===== config.mk =====
export PLATFORM = sky130hd
export DESIGN_NAME = bsu_ram
export DESIGN_NICKNAME = d
export VERILOG_FILES = /design/src/design/bsu_ram.sv
export SDC_FILE = /design/constraint.sdc
export NUM_CORES = 1
export LEC_CHECK = 0
export BUFFER_PORTS_ARGS = -buffer_cell sky130_fd_sc_hd__buf_2
export CAP_MARGIN = 30
export CORE_ASPECT_RATIO = 1.1
export CORE_MARGIN = 5
export CORE_UTILIZATION = 60
export DETAILED_ROUTE_END_ITERATION = 8
export MAX_ROUTING_LAYER = met4
export PLACE_DENSITY_LB_ADDON = 0.05
export SLEW_MARGIN = 20
export SYNTH_ARGS = -nofsm -noshare
export SYNTH_HDL_FRONTEND = slang
export SYNTH_SLANG_ARGS = --single-unit

===== constraint.sdc =====
create_clock -name clk_i -period 2.3 [get_ports clk_i]
set_input_delay 0.575 -clock clk_i [delete_from_list [all_inputs] [get_ports clk_i]]
set_output_delay 0.575 -clock clk_i [all_outputs]
set_load 0.03 [all_outputs]

===== src/design/bsu_ram.sv =====
module bsu_ram #(
  parameter int WIDTH = 8,
  parameter int DEPTH = 16
) (
  input  logic                     clk_i,
  input  logic                     we_i,
  input  logic [$clog2(DEPTH)-1:0] waddr_i,
  input  logic [WIDTH-1:0]         wdata_i,
  input  logic [$clog2(DEPTH)-1:0] raddr_i,
  output logic [WIDTH-1:0]         rdata_o
);

  logic [WIDTH-1:0] mem_q [DEPTH];
  logic [WIDTH-1:0] rdata_q;

  always_ff @(posedge clk_i) begin
    if (we_i) begin
      mem_q[waddr_i] <= wdata_i;
    end
    rdata_q <= mem_q[raddr_i];
  end

  assign rdata_o = rdata_q;

endmodule


==> impl_results.md, run 1 <==
- Run status: finished, final reports clean
- Rows: 35
- Drt drc: 0
- Reg2reg end: rdata_o[5]
- First-pass GRT wire length: 14500 µm
- Slew HR: 61.5%
- Die width: 98.3 µm
- Max incr delay on CP: 0.35 ns
- CTS buffer count: 17
- Area grow syn2layout: 18.7%
- Total grt overflow: 0
- CTS tree: built
- Ys Warns: 0
- CTS root buf: clkbuf_8
- Setup CP Type: reg2out
- CP cell instances: buf_2
- Final Hold Viols: 0
- Worst r2r src: mem_q[2][5]
- Postcts setup bufs: 0
- Via count: 2473
- Critical-path cell with the highest stage delay: dfxtp_1
- Number of antenna diodes: 0
- Synth Register Bits: 136
- Tot GR Track Use: 20.0%
- DR pass1 iterations: 4
- Setup TNS after final layout: 0 ns
- Power per cell area: 913 nW/µm²
- Worst Path Arrival: 1.06 ns
- Initial antenna violation count: 0
- I/O Buffers: 25
- Vias in the first global route: 2497
- CP Data Required Time: 1.73 ns
- Core area: 8360 µm²
- Worst Hold End: mem_q[13][5]
- CTS resizes: 0
- Synth unique cells: 19
- Wire per inst: 22.9 µm
- Crit path capture type: output pin
- Worst hold margin: 0.455 ns
- Routed Wire Length: 9440 µm
- R2R Setup Slk: 0.91 ns
- Hold/Removal Path Class: in2reg
- Routability cong.: 0.750
- Ports: 26
- Synthesized area per cell: 22.5 µm²
- Synthesized area: 5150 µm²
- Syn_nets: 247
- Chip height: 107 µm
- Cell count after synthesis: 229
- Layout net count: 306
- Largest net degree at the start of global routing: 33
- Worst Path Max Fanout: 1
- R2r worst-path depth: 3
- Final min period: 1.64 ns
- Startpoint Class: flip-flop
- Pins Over Slew Limit: 0
- Fin crit share: 71.3%
- Worst skew pair latency: 0.51 ns
- Max-Cap Viols: 0
- Final Skew: 0.00550 ns
- Area contributors post-synth: edfxtp_1 75%, mux4_2 7.9%, mux4_1 7.1%
- DIE AREA: 10500 µm²
- RSZ-0062 raised after global routing: no
- Clk slew on worst S/H paths: 0.06 ns
- Worst Tran Pin Value: 0.576 ns
- Dominant cell type by area after synthesis: edfxtp_1
- Worst hold path depth: 1
- Initial DRC count: 278
- Seq/Total Area, Yosys: 77.8%
- Final setup violation count: 0
- Share of the synthesized area in the top cell type: 74.7%
- Antenna Nets Post-Route: 0
- CP top delay family: flip-flops
- Leakage: 2.10 nW
- Fmax: 610 MHz
- Post-route cell area: 6110 µm²
- DPL Wire Length: 6130 µm
- CTS sink cnt: 136
- IR drop worst, VDD: 0.000672 V
- Placed inst area: 5550 µm²
- H-tree level count: 4
- Initial Utilization: 61.5%
- Fillers: 515
- Hold-fix buffers, CTS: 0
- Vias per cell: 6.00
- Hold Startpoint: wdata_i[5]
- Share of layout cells above drive strength 1: 33.6%
- Bufs and invs on worst path: 1
- Maximum root-to-sink buffer count: 2
-- synth_stat cells --
master	instances
edfxtp_1	128
buf_6	3
dfxtp_1	8
nand3_1	1
nor2b_1	1
a22oi_1	16
nand3b_1	2
nand2b_1	2
and2b_1	1
nor3_1	4
nor2_1	13
clkdlybuf4s25_2	3
buf_2	3
nand2_1	9
or3b_2	1
and2_1	1
mux4_1	14
mux4_2	18
buf_4	1
-- worst reg2reg max path: cells and delay by family (launching register included) --
kind / cells / cell delay [ns]
DFF: 1 / 0.36
AOI/OAI and AO/OA: 1 / 0.28
muxes: 1 / 0.53
and+or+nand+nor: 1 / 0.09
-- logic make-up after synthesis --
logic type | Yosys count | share of synthesized area [%]
and+or+nand+nor | 35 | 3.18
buffers and inverters | 10 | 1.68
DFF | 136 | 77.8
AOI/OAI and AO/OA | 16 | 2.33
muxes | 32 | 15.0
-- flip-flops by register name, summed over array words and instances (netlist names) --
name and cells:
rdata_o 8, mem_q 128
-- per-stage QoR --
stage / worst slack, ns / power, W / utilization, % / std cells
3_3_place_gp: 0.262 / 0.00313 / 66.4 / 380
4_1_cts: 0.610 / 0.00561 / 73.1 / 412
5_1_grt: 0.596 / 0.00576 / 73.1 / 412
2_1_floorplan: 0.232 / 0.00301 / - / 229
6_report: 0.661 / 0.00558 / 73.1 / 412
3_5_place_dp: 0.255 / 0.00313 / 66.4 / 380
-- area by class of cell --
type	count	area [µm²]	area share, %
sequential	136	4000	65.5
multi-input combinational	83	1060	17.3
clock buffer	19	442	7.23
timing repair buffer	50	350	5.73
tap	111	139	2.27
clock inverter	13	120	1.97
-- power breakdown --
| group | switching [W] | total (W) | internal (W) |
|---|---|---|---|
| clock network | 0.00101 | 0.00250 | 0.00149 |
| registers | 0.0000179 | 0.00279 | 0.00277 |
| logic | 0.000172 | 0.000289 | 0.000117 |
-- routing by layer --
metal	vias up	global-route usage [%]	share of wire (%)
li1	1090	-	-
met1	1296	27.2	43
met2	78	30.1	51
met3	9	5.20	5.3
met4	0	6.44	0.67
met5	-	-	0
-- cell usage in the layout (no fill, tap or decap), drive strengths merged --
cell type	Yosys	layout
a22oi	16	16
and2	1	1
and2b	1	1
buf	7	50
bufinv	0	1
clkbuf	0	19
clkinv	0	4
clkinvlp	0	6
dfxtp	8	8
edfxtp	128	128
inv	0	2
mux4	32	32
nand2	9	9
nand2b	2	2
nand3	1	1
nand3b	2	2
nor2	13	13
nor2b	1	1
nor3	4	4
or3b	1	1
-- worst max-delay path by stage --
stage | from | to | slack, ns | cells past startpoint
global route | rdata_o[7] | rdata_o[7] | 0.60 | 1
floorplan | waddr_i[2] | mem_q[0][0] | 0.23 | 2
finish | rdata_o[6] | rdata_o[6] | 0.66 | 1
detailed placement | raddr_i[0] | rdata_o[7] | 0.25 | 5
CTS | rdata_o[7] | rdata_o[7] | 0.61 | 1
global placement | raddr_i[0] | rdata_o[7] | 0.26 | 5
(Power assumes the default switching activity.)
==> run 2, diff against run 1 <==
- CORE_UTILIZATION: 60 -> 54
- clock period: 2.3 -> 1.35 ns (I/O delays scaled with it)
==> run 2 against run 1 <==
Effect of this change:
- sequential power is 71% higher
- die area is 10% higher
- flip-flop and latch count stayed put
- combinational power is 110% higher
- wire length is 2.9% higher
- largest cell class unchanged
==> impl_results.md, run 2 (synthesis results as in run 1) <==
- Final setup violation count: 0 (unchanged)
- CTS tree: built (unchanged)
- Cells after DPL: 400 (was 380)
- I/O Buffers: 25 (unchanged)
- Ports: 26 (unchanged)
- Antenna Nets Post-Route: 0 (unchanged)
- Largest Register: mem_q (unchanged)
- Maximum root-to-sink buffer count: 2 (unchanged)
- Max-Cap Viols: 0 (unchanged)
- Layout net count: 319 (was 306)
- Final min period: 1.34 ns
- Routed Wire Length: 9710 µm (was 9440 µm)
- Total Power: 0.00976 W (was 0.00558 W)
- Post-Layout Cell Count: 431 (was 412)
- Dpl ws: -0.443 ns (was 0.255 ns)
- Slew HR: 39.9% (was 61.5%)
- Worst Path Max Fanout: 1 (unchanged)
- CTS root buf: clkbuf_8 (unchanged)
- DR pass1 iterations: 5 (was 4)
- Number of antenna diodes: 0 (unchanged)
- Final Skew: 0.00982 ns (was 0.00550 ns)
- Initial antenna violation count: 0 (unchanged)
- Die width: 103 µm (was 98.3 µm)
- Commonest non-fill, non-tap cells in the layout: 128 x edfxtp_1, 31 x mux4_2, 30 x buf_4 (was 128 x edfxtp_1, 25 x buf_2, 22 x buf_4)
- Fmax: 747 MHz
- Clk slew on worst S/H paths: 0.06 ns (about the same)
- CP top delay family: flip-flops (unchanged)
- Initial DRC count: 154 (was 278)
- Pins Over Slew Limit: 0 (unchanged)
- Startpoint Class: flip-flop (unchanged)
- Share of layout cells above drive strength 1: 45.9% (was 33.6%)
- Core area: 9350 µm² (was 8360 µm²)
- Leakage: 2.16 nW (was 2.10 nW)
- Vias per cell: 5.67 (was 6.00)
- DIE AREA: 11600 µm² (was 10500 µm²)
- Vias in the first global route: 2616 (was 2497)
- Placed inst area: 5730 µm² (was 5550 µm²)
- Final Hold Viols: 0 (unchanged)
- Wire per inst: 22.5 µm (was 22.9 µm)
- Routability cong.: 0.743 (was 0.750)
- Worst skew pair latency: 0.52 ns (was 0.51 ns)
- Drt drc: 0 (unchanged)
- CP cell instances: buf_6 (was buf_2)
- Run status: finished, final reports clean (unchanged)
- Number of flip-flops in the largest register: 128 (unchanged)
- Power per cell area: 1530 nW/µm² (was 913 nW/µm²)
- Critical-path cell with the highest stage delay: dfxtp_2 (was dfxtp_1)
- Bufs and invs on worst path: 1 (unchanged)
- Worst Path Arrival: 1.00 ns (was 1.06 ns)
- Tot GR Track Use: 19.6% (was 20.0%)
- Largest net degree at the start of global routing: 17 (was 33)
- DPL Wire Length: 6360 µm (was 6130 µm)
- Hold/Removal Path Class: in2reg (unchanged)
- Chip height: 112 µm (was 107 µm)
- First-pass GRT wire length: 15200 µm (was 14500 µm)
- IR drop worst, VDD: 0.000951 V (was 0.000672 V)
- Postcts setup bufs: 0 (unchanged)
- Fin crit share: 99.1%
- Setup CP Type: reg2out (unchanged)
- Most common cell after layout, fill and taps aside: edfxtp_1 (unchanged)
- RSZ-0062 raised after global routing: yes (was no)
- Initial Utilization: 55.0% (was 61.5%)
- Fin util: 68.3% (was 73.1%)
- Rows: 37 (was 35)
- H-tree level count: 4 (unchanged)
- Via count: 2445 (was 2473)
- Total grt overflow: 0 (unchanged)
- Crit path capture type: output pin (unchanged)
- Worst Tran Pin Value: 0.899 ns (was 0.576 ns)
- Post-route cell area: 6380 µm² (was 6110 µm²)
- PnR worst setup slack: 0.0117 ns (was 0.661 ns)
- CP Data Required Time: 1.01 ns (was 1.73 ns)
- CTS buffer count: 17 (unchanged)
- CTS sink cnt: 136 (unchanged)
- Max incr delay on CP: 0.35 ns (about the same)
- Area grow syn2layout: 24.0% (was 18.7%)
## run 2: per-stage QoR
step	hold WS, ns	TNS (ns)
after floorplan	0.436	-1.34
after CTS	0.172	-0.0535
after detailed placement	0.659	-16.88
after global placement	0.653	-16.04
final	0.195	0
after global routing	0.179	-0.100
## run 2: path summary, 6_finish.rpt
path                               endpoint  slack, ns  cells past startpoint          from
worst max register to register   rdata_o[6]       0.06                      3  mem_q[10][6]
worst min-delay path            mem_q[0][3]       0.19                      1    wdata_i[3]
worst min register to register   rdata_o[7]       0.67                      3  mem_q[15][7]
worst max-delay path             rdata_o[6]       0.01                      1    rdata_o[6]
## run 2: timing repair
item	in CTS	in global routing
pin swaps	0	1
gates cloned	0	0
gates resized for setup	20	9
hold buffers	0	0
setup endpoints to repair	10	12
## run 2: area by class of cell
| type | count | area (µm²) |
|---|---|---|
| multi-input combinational | 83 | 1090 |
| fill | 641 | 2970 |
| clock buffer | 17 | 414 |
| timing repair buffer | 63 | 561 |
| tap | 117 | 146 |
| clock inverter | 15 | 160 |
| sequential | 136 | 4010 |
## run 2: per-layer routing
| layer | GRT usage, % | share of wire (%) | vias to the layer above |
|---|---|---|---|
| met5 | - | 0 | - |
| met4 | 6.48 | 0.34 | 0 |
| met3 | 5.59 | 4.8 | 2 |
| met2 | 31.1 | 54 | 73 |
| met1 | 24.3 | 41 | 1261 |
| li1 | - | - | 1109 |
## run 2: where the power goes
part	leakage [nW]	switching [W]	internal, W
sequential	1.22	0.0000374	0.00473
clock	0.272	0.00163	0.00277
combinational	0.668	0.000317	0.000278
total	2.16	0.00199	0.00778
