`config.mk`:
```
export PLATFORM = sky130hd
export DESIGN_NAME = bsu_ctrl
export DESIGN_NICKNAME = d
export VERILOG_FILES = /design/src/design/bsu_pkg.sv /design/src/design/bsu_ctrl.sv
export SDC_FILE = /design/constraint.sdc
export NUM_CORES = 1
export LEC_CHECK = 0
export BUFFER_PORTS_ARGS = -buffer_cell sky130_fd_sc_hd__buf_2
export CAP_MARGIN = 25
export CORE_ASPECT_RATIO = 0.8
export CORE_MARGIN = 2
export CORE_UTILIZATION = 55
export CTS_BUF_LIST = sky130_fd_sc_hd__clkbuf_8
export DETAILED_ROUTE_END_ITERATION = 10
export PLACE_DENSITY_LB_ADDON = 0.3
export SYNTH_ARGS = -nofsm -noshare
export SYNTH_HDL_FRONTEND = slang
export SYNTH_SLANG_ARGS = --single-unit
```
`constraint.sdc`:
```
create_clock -name clk_i -period 10.75 [get_ports clk_i]
set_input_delay 0.5375 -clock clk_i [delete_from_list [all_inputs] [get_ports clk_i]]
set_output_delay 0.5375 -clock clk_i [all_outputs]
set_load 0.01 [all_outputs]
```
`src/design/bsu_pkg.sv`:
```
package bsu_pkg;

  localparam int STORE_DEPTH = 4096;
  localparam int STORE_AW    = $clog2(STORE_DEPTH);
  localparam int LEN_W       = STORE_AW + 1;
  localparam int JRNL_DEPTH  = 256;
  localparam int JRNL_AW     = $clog2(JRNL_DEPTH);
  localparam int JCNT_W      = JRNL_AW + 1;
  localparam int PAT_DEPTH   = 16;
  localparam int PAT_AW      = $clog2(PAT_DEPTH);
  localparam int PLEN_W      = PAT_AW + 1;

  typedef logic [7:0]          byte_t;
  typedef logic [STORE_AW-1:0] addr_t;
  typedef logic [LEN_W-1:0]    len_t;
  typedef logic [JRNL_AW-1:0]  jaddr_t;
  typedef logic [JCNT_W-1:0]   jcnt_t;
  typedef logic [PAT_AW-1:0]   pidx_t;
  typedef logic [PLEN_W-1:0]   plen_t;

  // Request opcodes
  localparam logic [3:0] OP_CLEAR     = 4'd0;
  localparam logic [3:0] OP_APPEND    = 4'd1;
  localparam logic [3:0] OP_OVERWRITE = 4'd2;
  localparam logic [3:0] OP_UNDO      = 4'd3;
  localparam logic [3:0] OP_REVERT    = 4'd4;
  localparam logic [3:0] OP_CHANGED   = 4'd5;
  localparam logic [3:0] OP_PAT_CLEAR = 4'd6;
  localparam logic [3:0] OP_PAT_APP   = 4'd7;
  localparam logic [3:0] OP_FIND      = 4'd8;

  // Result status codes
  localparam logic [1:0] ST_DONE      = 2'd0;
  localparam logic [1:0] ST_REFUSED   = 2'd1;
  localparam logic [1:0] ST_NOT_FOUND = 2'd2;
  localparam logic [1:0] ST_FULL      = 2'd3;

  typedef struct packed {
    logic [3:0]  opcode;
    logic [11:0] offset;
    logic [7:0]  value;
  } req_t;

  typedef struct packed {
    logic [1:0]  status;
    logic [11:0] position;
    logic        changed;
  } rsp_t;

  typedef struct packed {
    addr_t offset;
    byte_t old_byte;
  } jrnl_ent_t;

  typedef struct packed {
    logic  we;
    addr_t waddr;
    byte_t wdata;
    addr_t raddr;
  } store_cmd_t;

  typedef struct packed {
    logic      we;
    jaddr_t    waddr;
    jrnl_ent_t wdata;
    jaddr_t    raddr;
  } jrnl_cmd_t;

  typedef struct packed {
    logic  we;
    pidx_t waddr;
    byte_t wdata;
    pidx_t raddr;
  } pat_cmd_t;

endpackage

```
`src/design/bsu_ctrl.sv`:
```
module bsu_ctrl (
  input  logic                clk_i,
  input  logic                rst_ni,
  input  logic                start_i,
  input  bsu_pkg::req_t       req_i,
  output logic                busy_o,
  output logic                done_o,
  output bsu_pkg::rsp_t       rsp_o,
  output bsu_pkg::store_cmd_t cur_cmd_o,
  input  bsu_pkg::byte_t      cur_rdata_i,
  output bsu_pkg::store_cmd_t org_cmd_o,
  input  bsu_pkg::byte_t      org_rdata_i,
  output bsu_pkg::jrnl_cmd_t  jrn_cmd_o,
  input  bsu_pkg::jrnl_ent_t  jrn_rdata_i,
  output bsu_pkg::pat_cmd_t   pat_cmd_o,
  input  bsu_pkg::byte_t      pat_rdata_i
);

  localparam logic [2:0] S_IDLE     = 3'd0;
  localparam logic [2:0] S_OVW_CHK  = 3'd1;
  localparam logic [2:0] S_UNDO_WR  = 3'd2;
  localparam logic [2:0] S_CHG_CMP  = 3'd3;
  localparam logic [2:0] S_REVERT   = 3'd4;
  localparam logic [2:0] S_FIND_RD  = 3'd5;
  localparam logic [2:0] S_FIND_CMP = 3'd6;
  localparam logic [2:0] S_SPARE    = 3'd7;

  logic [2:0]          state_q, state_d;
  bsu_pkg::len_t       len_q, len_d;
  bsu_pkg::jcnt_t      jc_q, jc_d;
  bsu_pkg::plen_t      plen_q, plen_d;
  logic                done_q, done_d;
  logic                pend_q, pend_d;
  bsu_pkg::rsp_t       rsp_q, rsp_d;
  bsu_pkg::req_t       req_q, req_d;
  bsu_pkg::len_t       pos_q, pos_d;
  bsu_pkg::pidx_t      k_q, k_d;
  bsu_pkg::len_t       idx_q, idx_d;
  bsu_pkg::addr_t      paddr_q, paddr_d;
  bsu_pkg::jcnt_t      jc_dec;
  bsu_pkg::len_t       win_end;
  logic                accept;

  assign accept  = start_i && (state_q == S_IDLE);
  assign jc_dec  = jc_q - 1'b1;
  // adder: end of the candidate window
  assign win_end = pos_q + bsu_pkg::len_t'(plen_q);

  always_comb begin
    state_d   = state_q;
    len_d     = len_q;
    jc_d      = jc_q;
    plen_d    = plen_q;
    done_d    = 1'b0;
    pend_d    = 1'b0;
    rsp_d     = rsp_q;
    req_d     = req_q;
    pos_d     = pos_q;
    k_d       = k_q;
    idx_d     = idx_q;
    paddr_d   = paddr_q;
    cur_cmd_o = '0;
    org_cmd_o = '0;
    jrn_cmd_o = '0;
    pat_cmd_o = '0;

    case (state_q)
      S_IDLE: begin
        if (accept) begin
          req_d  = req_i;
          done_d = 1'b1;
          rsp_d  = '0;
          case (req_i.opcode)
            bsu_pkg::OP_CLEAR: begin
              len_d = '0;
              jc_d  = '0;
            end
            bsu_pkg::OP_APPEND: begin
              if (len_q == bsu_pkg::len_t'(bsu_pkg::STORE_DEPTH)) begin
                rsp_d.status = bsu_pkg::ST_FULL;
              end else begin
                cur_cmd_o.we    = 1'b1;
                cur_cmd_o.waddr = len_q[bsu_pkg::STORE_AW-1:0];
                cur_cmd_o.wdata = req_i.value;
                org_cmd_o.we    = 1'b1;
                org_cmd_o.waddr = len_q[bsu_pkg::STORE_AW-1:0];
                org_cmd_o.wdata = req_i.value;
                len_d           = len_q + 1'b1;
              end
            end
            bsu_pkg::OP_OVERWRITE: begin
              if (bsu_pkg::len_t'(req_i.offset) >= len_q) begin
                rsp_d.status = bsu_pkg::ST_REFUSED;
              end else begin
                cur_cmd_o.raddr = req_i.offset;
                done_d          = 1'b0;
                state_d         = S_OVW_CHK;
              end
            end
            bsu_pkg::OP_UNDO: begin
              if (jc_q == '0) begin
                rsp_d.status = bsu_pkg::ST_REFUSED;
              end else begin
                jrn_cmd_o.raddr = jc_dec[bsu_pkg::JRNL_AW-1:0];
                done_d          = 1'b0;
                state_d         = S_UNDO_WR;
              end
            end
            bsu_pkg::OP_REVERT: begin
              jc_d    = '0;
              idx_d   = '0;
              done_d  = 1'b0;
              state_d = S_REVERT;
            end
            bsu_pkg::OP_CHANGED: begin
              if (bsu_pkg::len_t'(req_i.offset) < len_q) begin
                cur_cmd_o.raddr = req_i.offset;
                org_cmd_o.raddr = req_i.offset;
                done_d          = 1'b0;
                state_d         = S_CHG_CMP;
              end
            end
            bsu_pkg::OP_PAT_CLEAR: begin
              plen_d = '0;
            end
            bsu_pkg::OP_PAT_APP: begin
              if (plen_q == bsu_pkg::plen_t'(bsu_pkg::PAT_DEPTH)) begin
                rsp_d.status = bsu_pkg::ST_FULL;
              end else begin
                pat_cmd_o.we    = 1'b1;
                pat_cmd_o.waddr = plen_q[bsu_pkg::PAT_AW-1:0];
                pat_cmd_o.wdata = req_i.value;
                plen_d          = plen_q + 1'b1;
              end
            end
            bsu_pkg::OP_FIND: begin
              if (plen_q == '0 || bsu_pkg::len_t'(req_i.offset) >= len_q ||
                  bsu_pkg::len_t'(plen_q) > len_q) begin
                rsp_d.status = bsu_pkg::ST_NOT_FOUND;
              end else begin
                pos_d   = bsu_pkg::len_t'(req_i.offset);
                k_d     = '0;
                done_d  = 1'b0;
                state_d = S_FIND_RD;
              end
            end
            default: begin
              rsp_d.status = bsu_pkg::ST_REFUSED;
            end
          endcase
        end
      end
      S_OVW_CHK: begin
        done_d  = 1'b1;
        state_d = S_IDLE;
        if (cur_rdata_i == req_q.value) begin
          rsp_d.status = bsu_pkg::ST_REFUSED;
        end else if (jc_q == bsu_pkg::jcnt_t'(bsu_pkg::JRNL_DEPTH)) begin
          rsp_d.status = bsu_pkg::ST_FULL;
        end else begin
          jrn_cmd_o.we             = 1'b1;
          jrn_cmd_o.waddr          = jc_q[bsu_pkg::JRNL_AW-1:0];
          jrn_cmd_o.wdata.offset   = req_q.offset;
          jrn_cmd_o.wdata.old_byte = cur_rdata_i;
          jc_d                     = jc_q + 1'b1;
          cur_cmd_o.we             = 1'b1;
          cur_cmd_o.waddr          = req_q.offset;
          cur_cmd_o.wdata          = req_q.value;
        end
      end
      S_UNDO_WR: begin
        cur_cmd_o.we    = 1'b1;
        cur_cmd_o.waddr = jrn_rdata_i.offset;
        cur_cmd_o.wdata = jrn_rdata_i.old_byte;
        jc_d            = jc_dec;
        done_d          = 1'b1;
        state_d         = S_IDLE;
      end
      S_CHG_CMP: begin
        rsp_d.changed = (cur_rdata_i != org_rdata_i);
        done_d        = 1'b1;
        state_d       = S_IDLE;
      end
      S_REVERT: begin
        // read one original byte a cycle, write it to current in the cycle after
        if (idx_q < len_q) begin
          org_cmd_o.raddr = idx_q[bsu_pkg::STORE_AW-1:0];
          idx_d           = idx_q + 1'b1;
          pend_d          = 1'b1;
          paddr_d         = idx_q[bsu_pkg::STORE_AW-1:0];
        end else if (!pend_q) begin
          done_d  = 1'b1;
          state_d = S_IDLE;
        end
        if (pend_q) begin
          cur_cmd_o.we    = 1'b1;
          cur_cmd_o.waddr = paddr_q;
          cur_cmd_o.wdata = org_rdata_i;
        end
      end
      S_FIND_RD: begin
        if (win_end > len_q) begin
          rsp_d.status = bsu_pkg::ST_NOT_FOUND;
          done_d       = 1'b1;
          state_d      = S_IDLE;
        end else begin
          cur_cmd_o.raddr = pos_q[bsu_pkg::STORE_AW-1:0] + bsu_pkg::addr_t'(k_q);
          pat_cmd_o.raddr = k_q;
          state_d         = S_FIND_CMP;
        end
      end
      S_FIND_CMP: begin
        state_d = S_FIND_RD;
        if (cur_rdata_i != pat_rdata_i) begin
          pos_d = pos_q + 1'b1;
          k_d   = '0;
        end else if (bsu_pkg::plen_t'(k_q) + 1'b1 == plen_q) begin
          rsp_d.position = pos_q[bsu_pkg::STORE_AW-1:0];
          done_d         = 1'b1;
          state_d        = S_IDLE;
        end else begin
          k_d = k_q + 1'b1;
        end
      end
      S_SPARE: begin
        state_d = S_IDLE;
      end
      default: begin
        state_d = S_IDLE;
      end
    endcase
  end

  always_ff @(posedge clk_i or negedge rst_ni) begin
    if (!rst_ni) begin
      state_q <= S_IDLE;
      len_q   <= '0;
      jc_q    <= '0;
      plen_q  <= '0;
      done_q  <= 1'b0;
      pend_q  <= 1'b0;
    end else begin
      state_q <= state_d;
      len_q   <= len_d;
      jc_q    <= jc_d;
      plen_q  <= plen_d;
      done_q  <= done_d;
      pend_q  <= pend_d;
    end
  end

  always_ff @(posedge clk_i) begin
    rsp_q   <= rsp_d;
    req_q   <= req_d;
    pos_q   <= pos_d;
    k_q     <= k_d;
    idx_q   <= idx_d;
    paddr_q <= paddr_d;
  end

  assign busy_o = (state_q != S_IDLE);
  assign done_o = done_q;
  assign rsp_o  = rsp_q;

endmodule

```
==> impl_results.md <==
* Drt total wl at 24,800 um
* Final Wtd Congestion at about 0.94
* Final Instance Area at 9790 um^2
* Area share of the largest cell type after synthesis at 27.7%
* Max IR drop VDD at approximately 0.094 mV
* Setup TNS at 0 ns
* Chip width at about 140 um
* N_diodes at 0
* # DRC at 0
* Final Hold Fails at 0
* Cell taking the most area after synthesis: edfxtp_1
* Critical-path top delay cell: dfrtp_1
* Post_cts resized at 0
* Syn_nets at 1,036
* Startpoint Class: register
* H-tree depth at 3
* Min cycle time layout at 4.88 ns
* Std-Cell Rows at 40
* Mapped Area at 8340 um^2
* Worst EP required at between 10 and 15 ns
* Status: complete, no violations
* IO buf count at 207
* Worst Reg-to-Reg Cells at 16
* Slew at the pin closest to its max-slew limit at 1.00 ns
* Max cap viols at 0
* Synth-to-layout area growth at 17.5%
* RR Endpoint: done_o
* CP Class: register to output port
* Starting density of the core at 55.9%
* Vias per cell at roughly 6.1
* Final hold slack at approximately 0.21 ns
* DRT antenna net count at 0
* Max FO, Critical Path at 16
* CP delay by family, top: simple AND/OR/NAND/NOR gates
* Iter 0 DRT Violations at 689
* CTS Hold Bufs at 0
* Wirelength per Cell at slightly below 20 um
* Global route overflow at 0
* Initial antenna violation count at 1
* Pwr per Cell Area at about 170 nW/um^2
* Post-CTS setup buffer count at 0
* Normalized max-slew margin at around a third
* CTS tree: yes
* Max stage delay on crit path at 0.50 ns
* CP Capture Type: output port
* R2R setup slack at 6.77 ns
* Worst-path clk slew at 0.11 ns
* Num CTS Buffers at 9
* Die H at between 100 and 150 um
* Max Slew Vio Count at 0
* Die area at 16,200 um^2
* Layout net count at 1,219
* Critical path buffers and inverters at 3
* Sequential fraction of the synthesis area at 37.3%
* Critical Path AT at 4.34 ns
* Cell with the most instances after synthesis: nor2_1
* Syn_area_per_cell at between 9 and 10 um^2
* Vias in the first global route at 7,109
* Worst reg2reg startpoint: plen_q[0]
* Max Clock Freq at 205 MHz
* Post-synth top cells: 82 x nor2_1, 77 x edfxtp_1, 60 x ha_1
* First-pass GRT wire length at ~38,000 um
* Netlist cell types at 67
* CTS Sinks at 109
* RSZ-0062 raised after global routing: false
* Clock Root Buffer: clkbuf_8
* Leak at between 4 and 5 nW
* CORE AREA at 14,900 um^2
* Largest net degree at the start of global routing at 33
* Pre-CTS WS at about 6.4 ns
* Synth area leaders: edfxtp_1 28%, dfrtp_1 9.6%, ha_1 9.0%, a22o_1 5.1%, xnor2_1 4.7%
* FFs w/ async S/R, synth at 29.4%
* Fillers at 1,264
* Clk buf depth at 2
* FF+latch count, synth at 109
* Post-synth EDFFs at 77
* Final HPWL DP at 18,700 um
* Util after Layout at 65.6%
* HP Class: primary input to asynchronous set/reset pin
* Via count at ~8,000
* CP Cell Sequence: ha_1 > inv_1 > fa_1 > nor2b_1 > o21a_1 > o21ai_0 > a21oi_1 > nand3_1 > xnor2_1 > ha_1 > nand4_1 > nor4_1 > nand3_1 > o31ai_2 > buf_4 > a22o_1 > buf_2
* Post-route clock period utilization at a little under half
* Main synth FF type: edfxtp_1
* Number of top-level pins at 208
* Clk_skew at 0.0176 ns
* Total GRT Usage at a little under a third
* Share of cells above drive strength 1 at 22.7%
* Yosys warnings at 0
* Skew-Pair Late Insertion Delay at 0.41 ns
* Worst setup margin at 5.87 ns
* Cells after Synth at between 900 and 1,000
* DP Area at between 9000 and 10,000 um^2
* DRT Pass-1 Iters at 7
* Final setup viols at 0
==> worst reg2reg max path, cell delays in order (launching register included) <==
cell       delay [ns]
dfrtp_1          0.50
ha_1             0.21
inv_1            0.05
fa_1             0.40
nor2b_1          0.13
o21a_1           0.13
o21ai_0          0.09
a21oi_1          0.30
nand3_1          0.14
xnor2_1          0.16
ha_1             0.30
a21o_1           0.16
a21oi_1          0.14
o221ai_1         0.20
o31ai_1          0.43
a2bb2oi_1        0.24
nand4_1          0.22
==> worst max-delay path by stage <==
stage | depth (start not counted) | start | slack (ns) | end
2_1_floorplan | 16 | plen_q[0] | 6.44 | cur_cmd_o[10]
3_3_place_gp | 17 | plen_q[0] | 6.48 | cur_cmd_o[10]
3_5_place_dp | 17 | plen_q[0] | 6.35 | pat_cmd_o[1]
4_1_cts | 17 | plen_q[0] | 5.88 | pat_cmd_o[1]
5_1_grt | 17 | plen_q[0] | 5.53 | cur_cmd_o[8]
6_report | 17 | plen_q[0] | 5.87 | cur_cmd_o[8]
==> registers in the layout (all words and copies together), names as in the netlist <==
| signal | count |
|---|---|
| paddr_q | 12 |
| rsp_o | 15 |
| state_q | 3 |
| plen_q | 5 |
| len_q | 13 |
| jc_q | 9 |
| done_o | 1 |
| idx_q | 13 |
| pend_q | 1 |
| req_q | 20 |
| k_q | 4 |
| pos_q | 13 |
==> where the power goes <==
part / total, mW / internal (mW) / switching, mW
sequential: 0.614 / 0.534 / 0.0803
clock: 0.293 / 0.135 / 0.158
combinational: 0.775 / 0.309 / 0.466
total: 1.68 / 0.978 / 0.704
==> cell usage in the layout (no fill, tap or decap), types with 6 or more instances in the layout <==
master and instances:
buf_2 207, nor2_1 81, edfxtp_1 77, ha_1 60
nand2_1 57, and2_1 54, a22o_1 49, xnor2_1 45
xor2_1 43, inv_1 42, a21oi_1 37, nand3_1 33
o21ai_0 32, dfrtp_1 32, and3_1 23, nor3_1 21
nor4_1 19, or3_1 18, nand4_1 13, a21o_1 12
clkbuf_8 9, buf_4 9, a211o_1 8, o21a_1 7
nand2b_1 6, a211oi_1 6
==> metal layers <==
metal  track usage [%]  part of all wire (%)
met5                 0                 0.052
met3              5.94                   8.4
met1              45.3                    45
met4              7.13                   1.5
met2              46.8                    45
==> layout make-up <==
type	count	area, um^2	area share [%]
Multi-Input combinational cell	706	4900	50.0
Sequential cell	109	3110	31.8
Timing Repair Buffer	218	1160	11.8
Tap cell	189	236	2.42
Inverter	42	158	1.61
Clock buffer	9	124	1.27
Clock inverter	7	104	1.06
==> cells by family (layout without fill, tap and decap cells) <==
family / count (synthesis) / after routing / synth area share [%]
xor gates and xnor gates: 88 / 88 / 9.25
AOI/OAI and AO/OA: 201 / 201 / 17.3
adders and majority gates: 62 / 62 / 9.49
muxes: 3 / 3 / 0.375
buffers and inverters: 88 / 276 / 4.13
DFF: 109 / 109 / 37.3
and+or+nand+nor: 352 / 352 / 22.1
==> metrics by stage <==
step	cells	total power, mW
after floorplan	903	1.12
after global placement	1261	1.35
after detailed placement	1263	1.37
after CTS	1279	1.67
after global routing	1280	1.79
final	1280	1.68
Power figures use the tool's default switching activity.
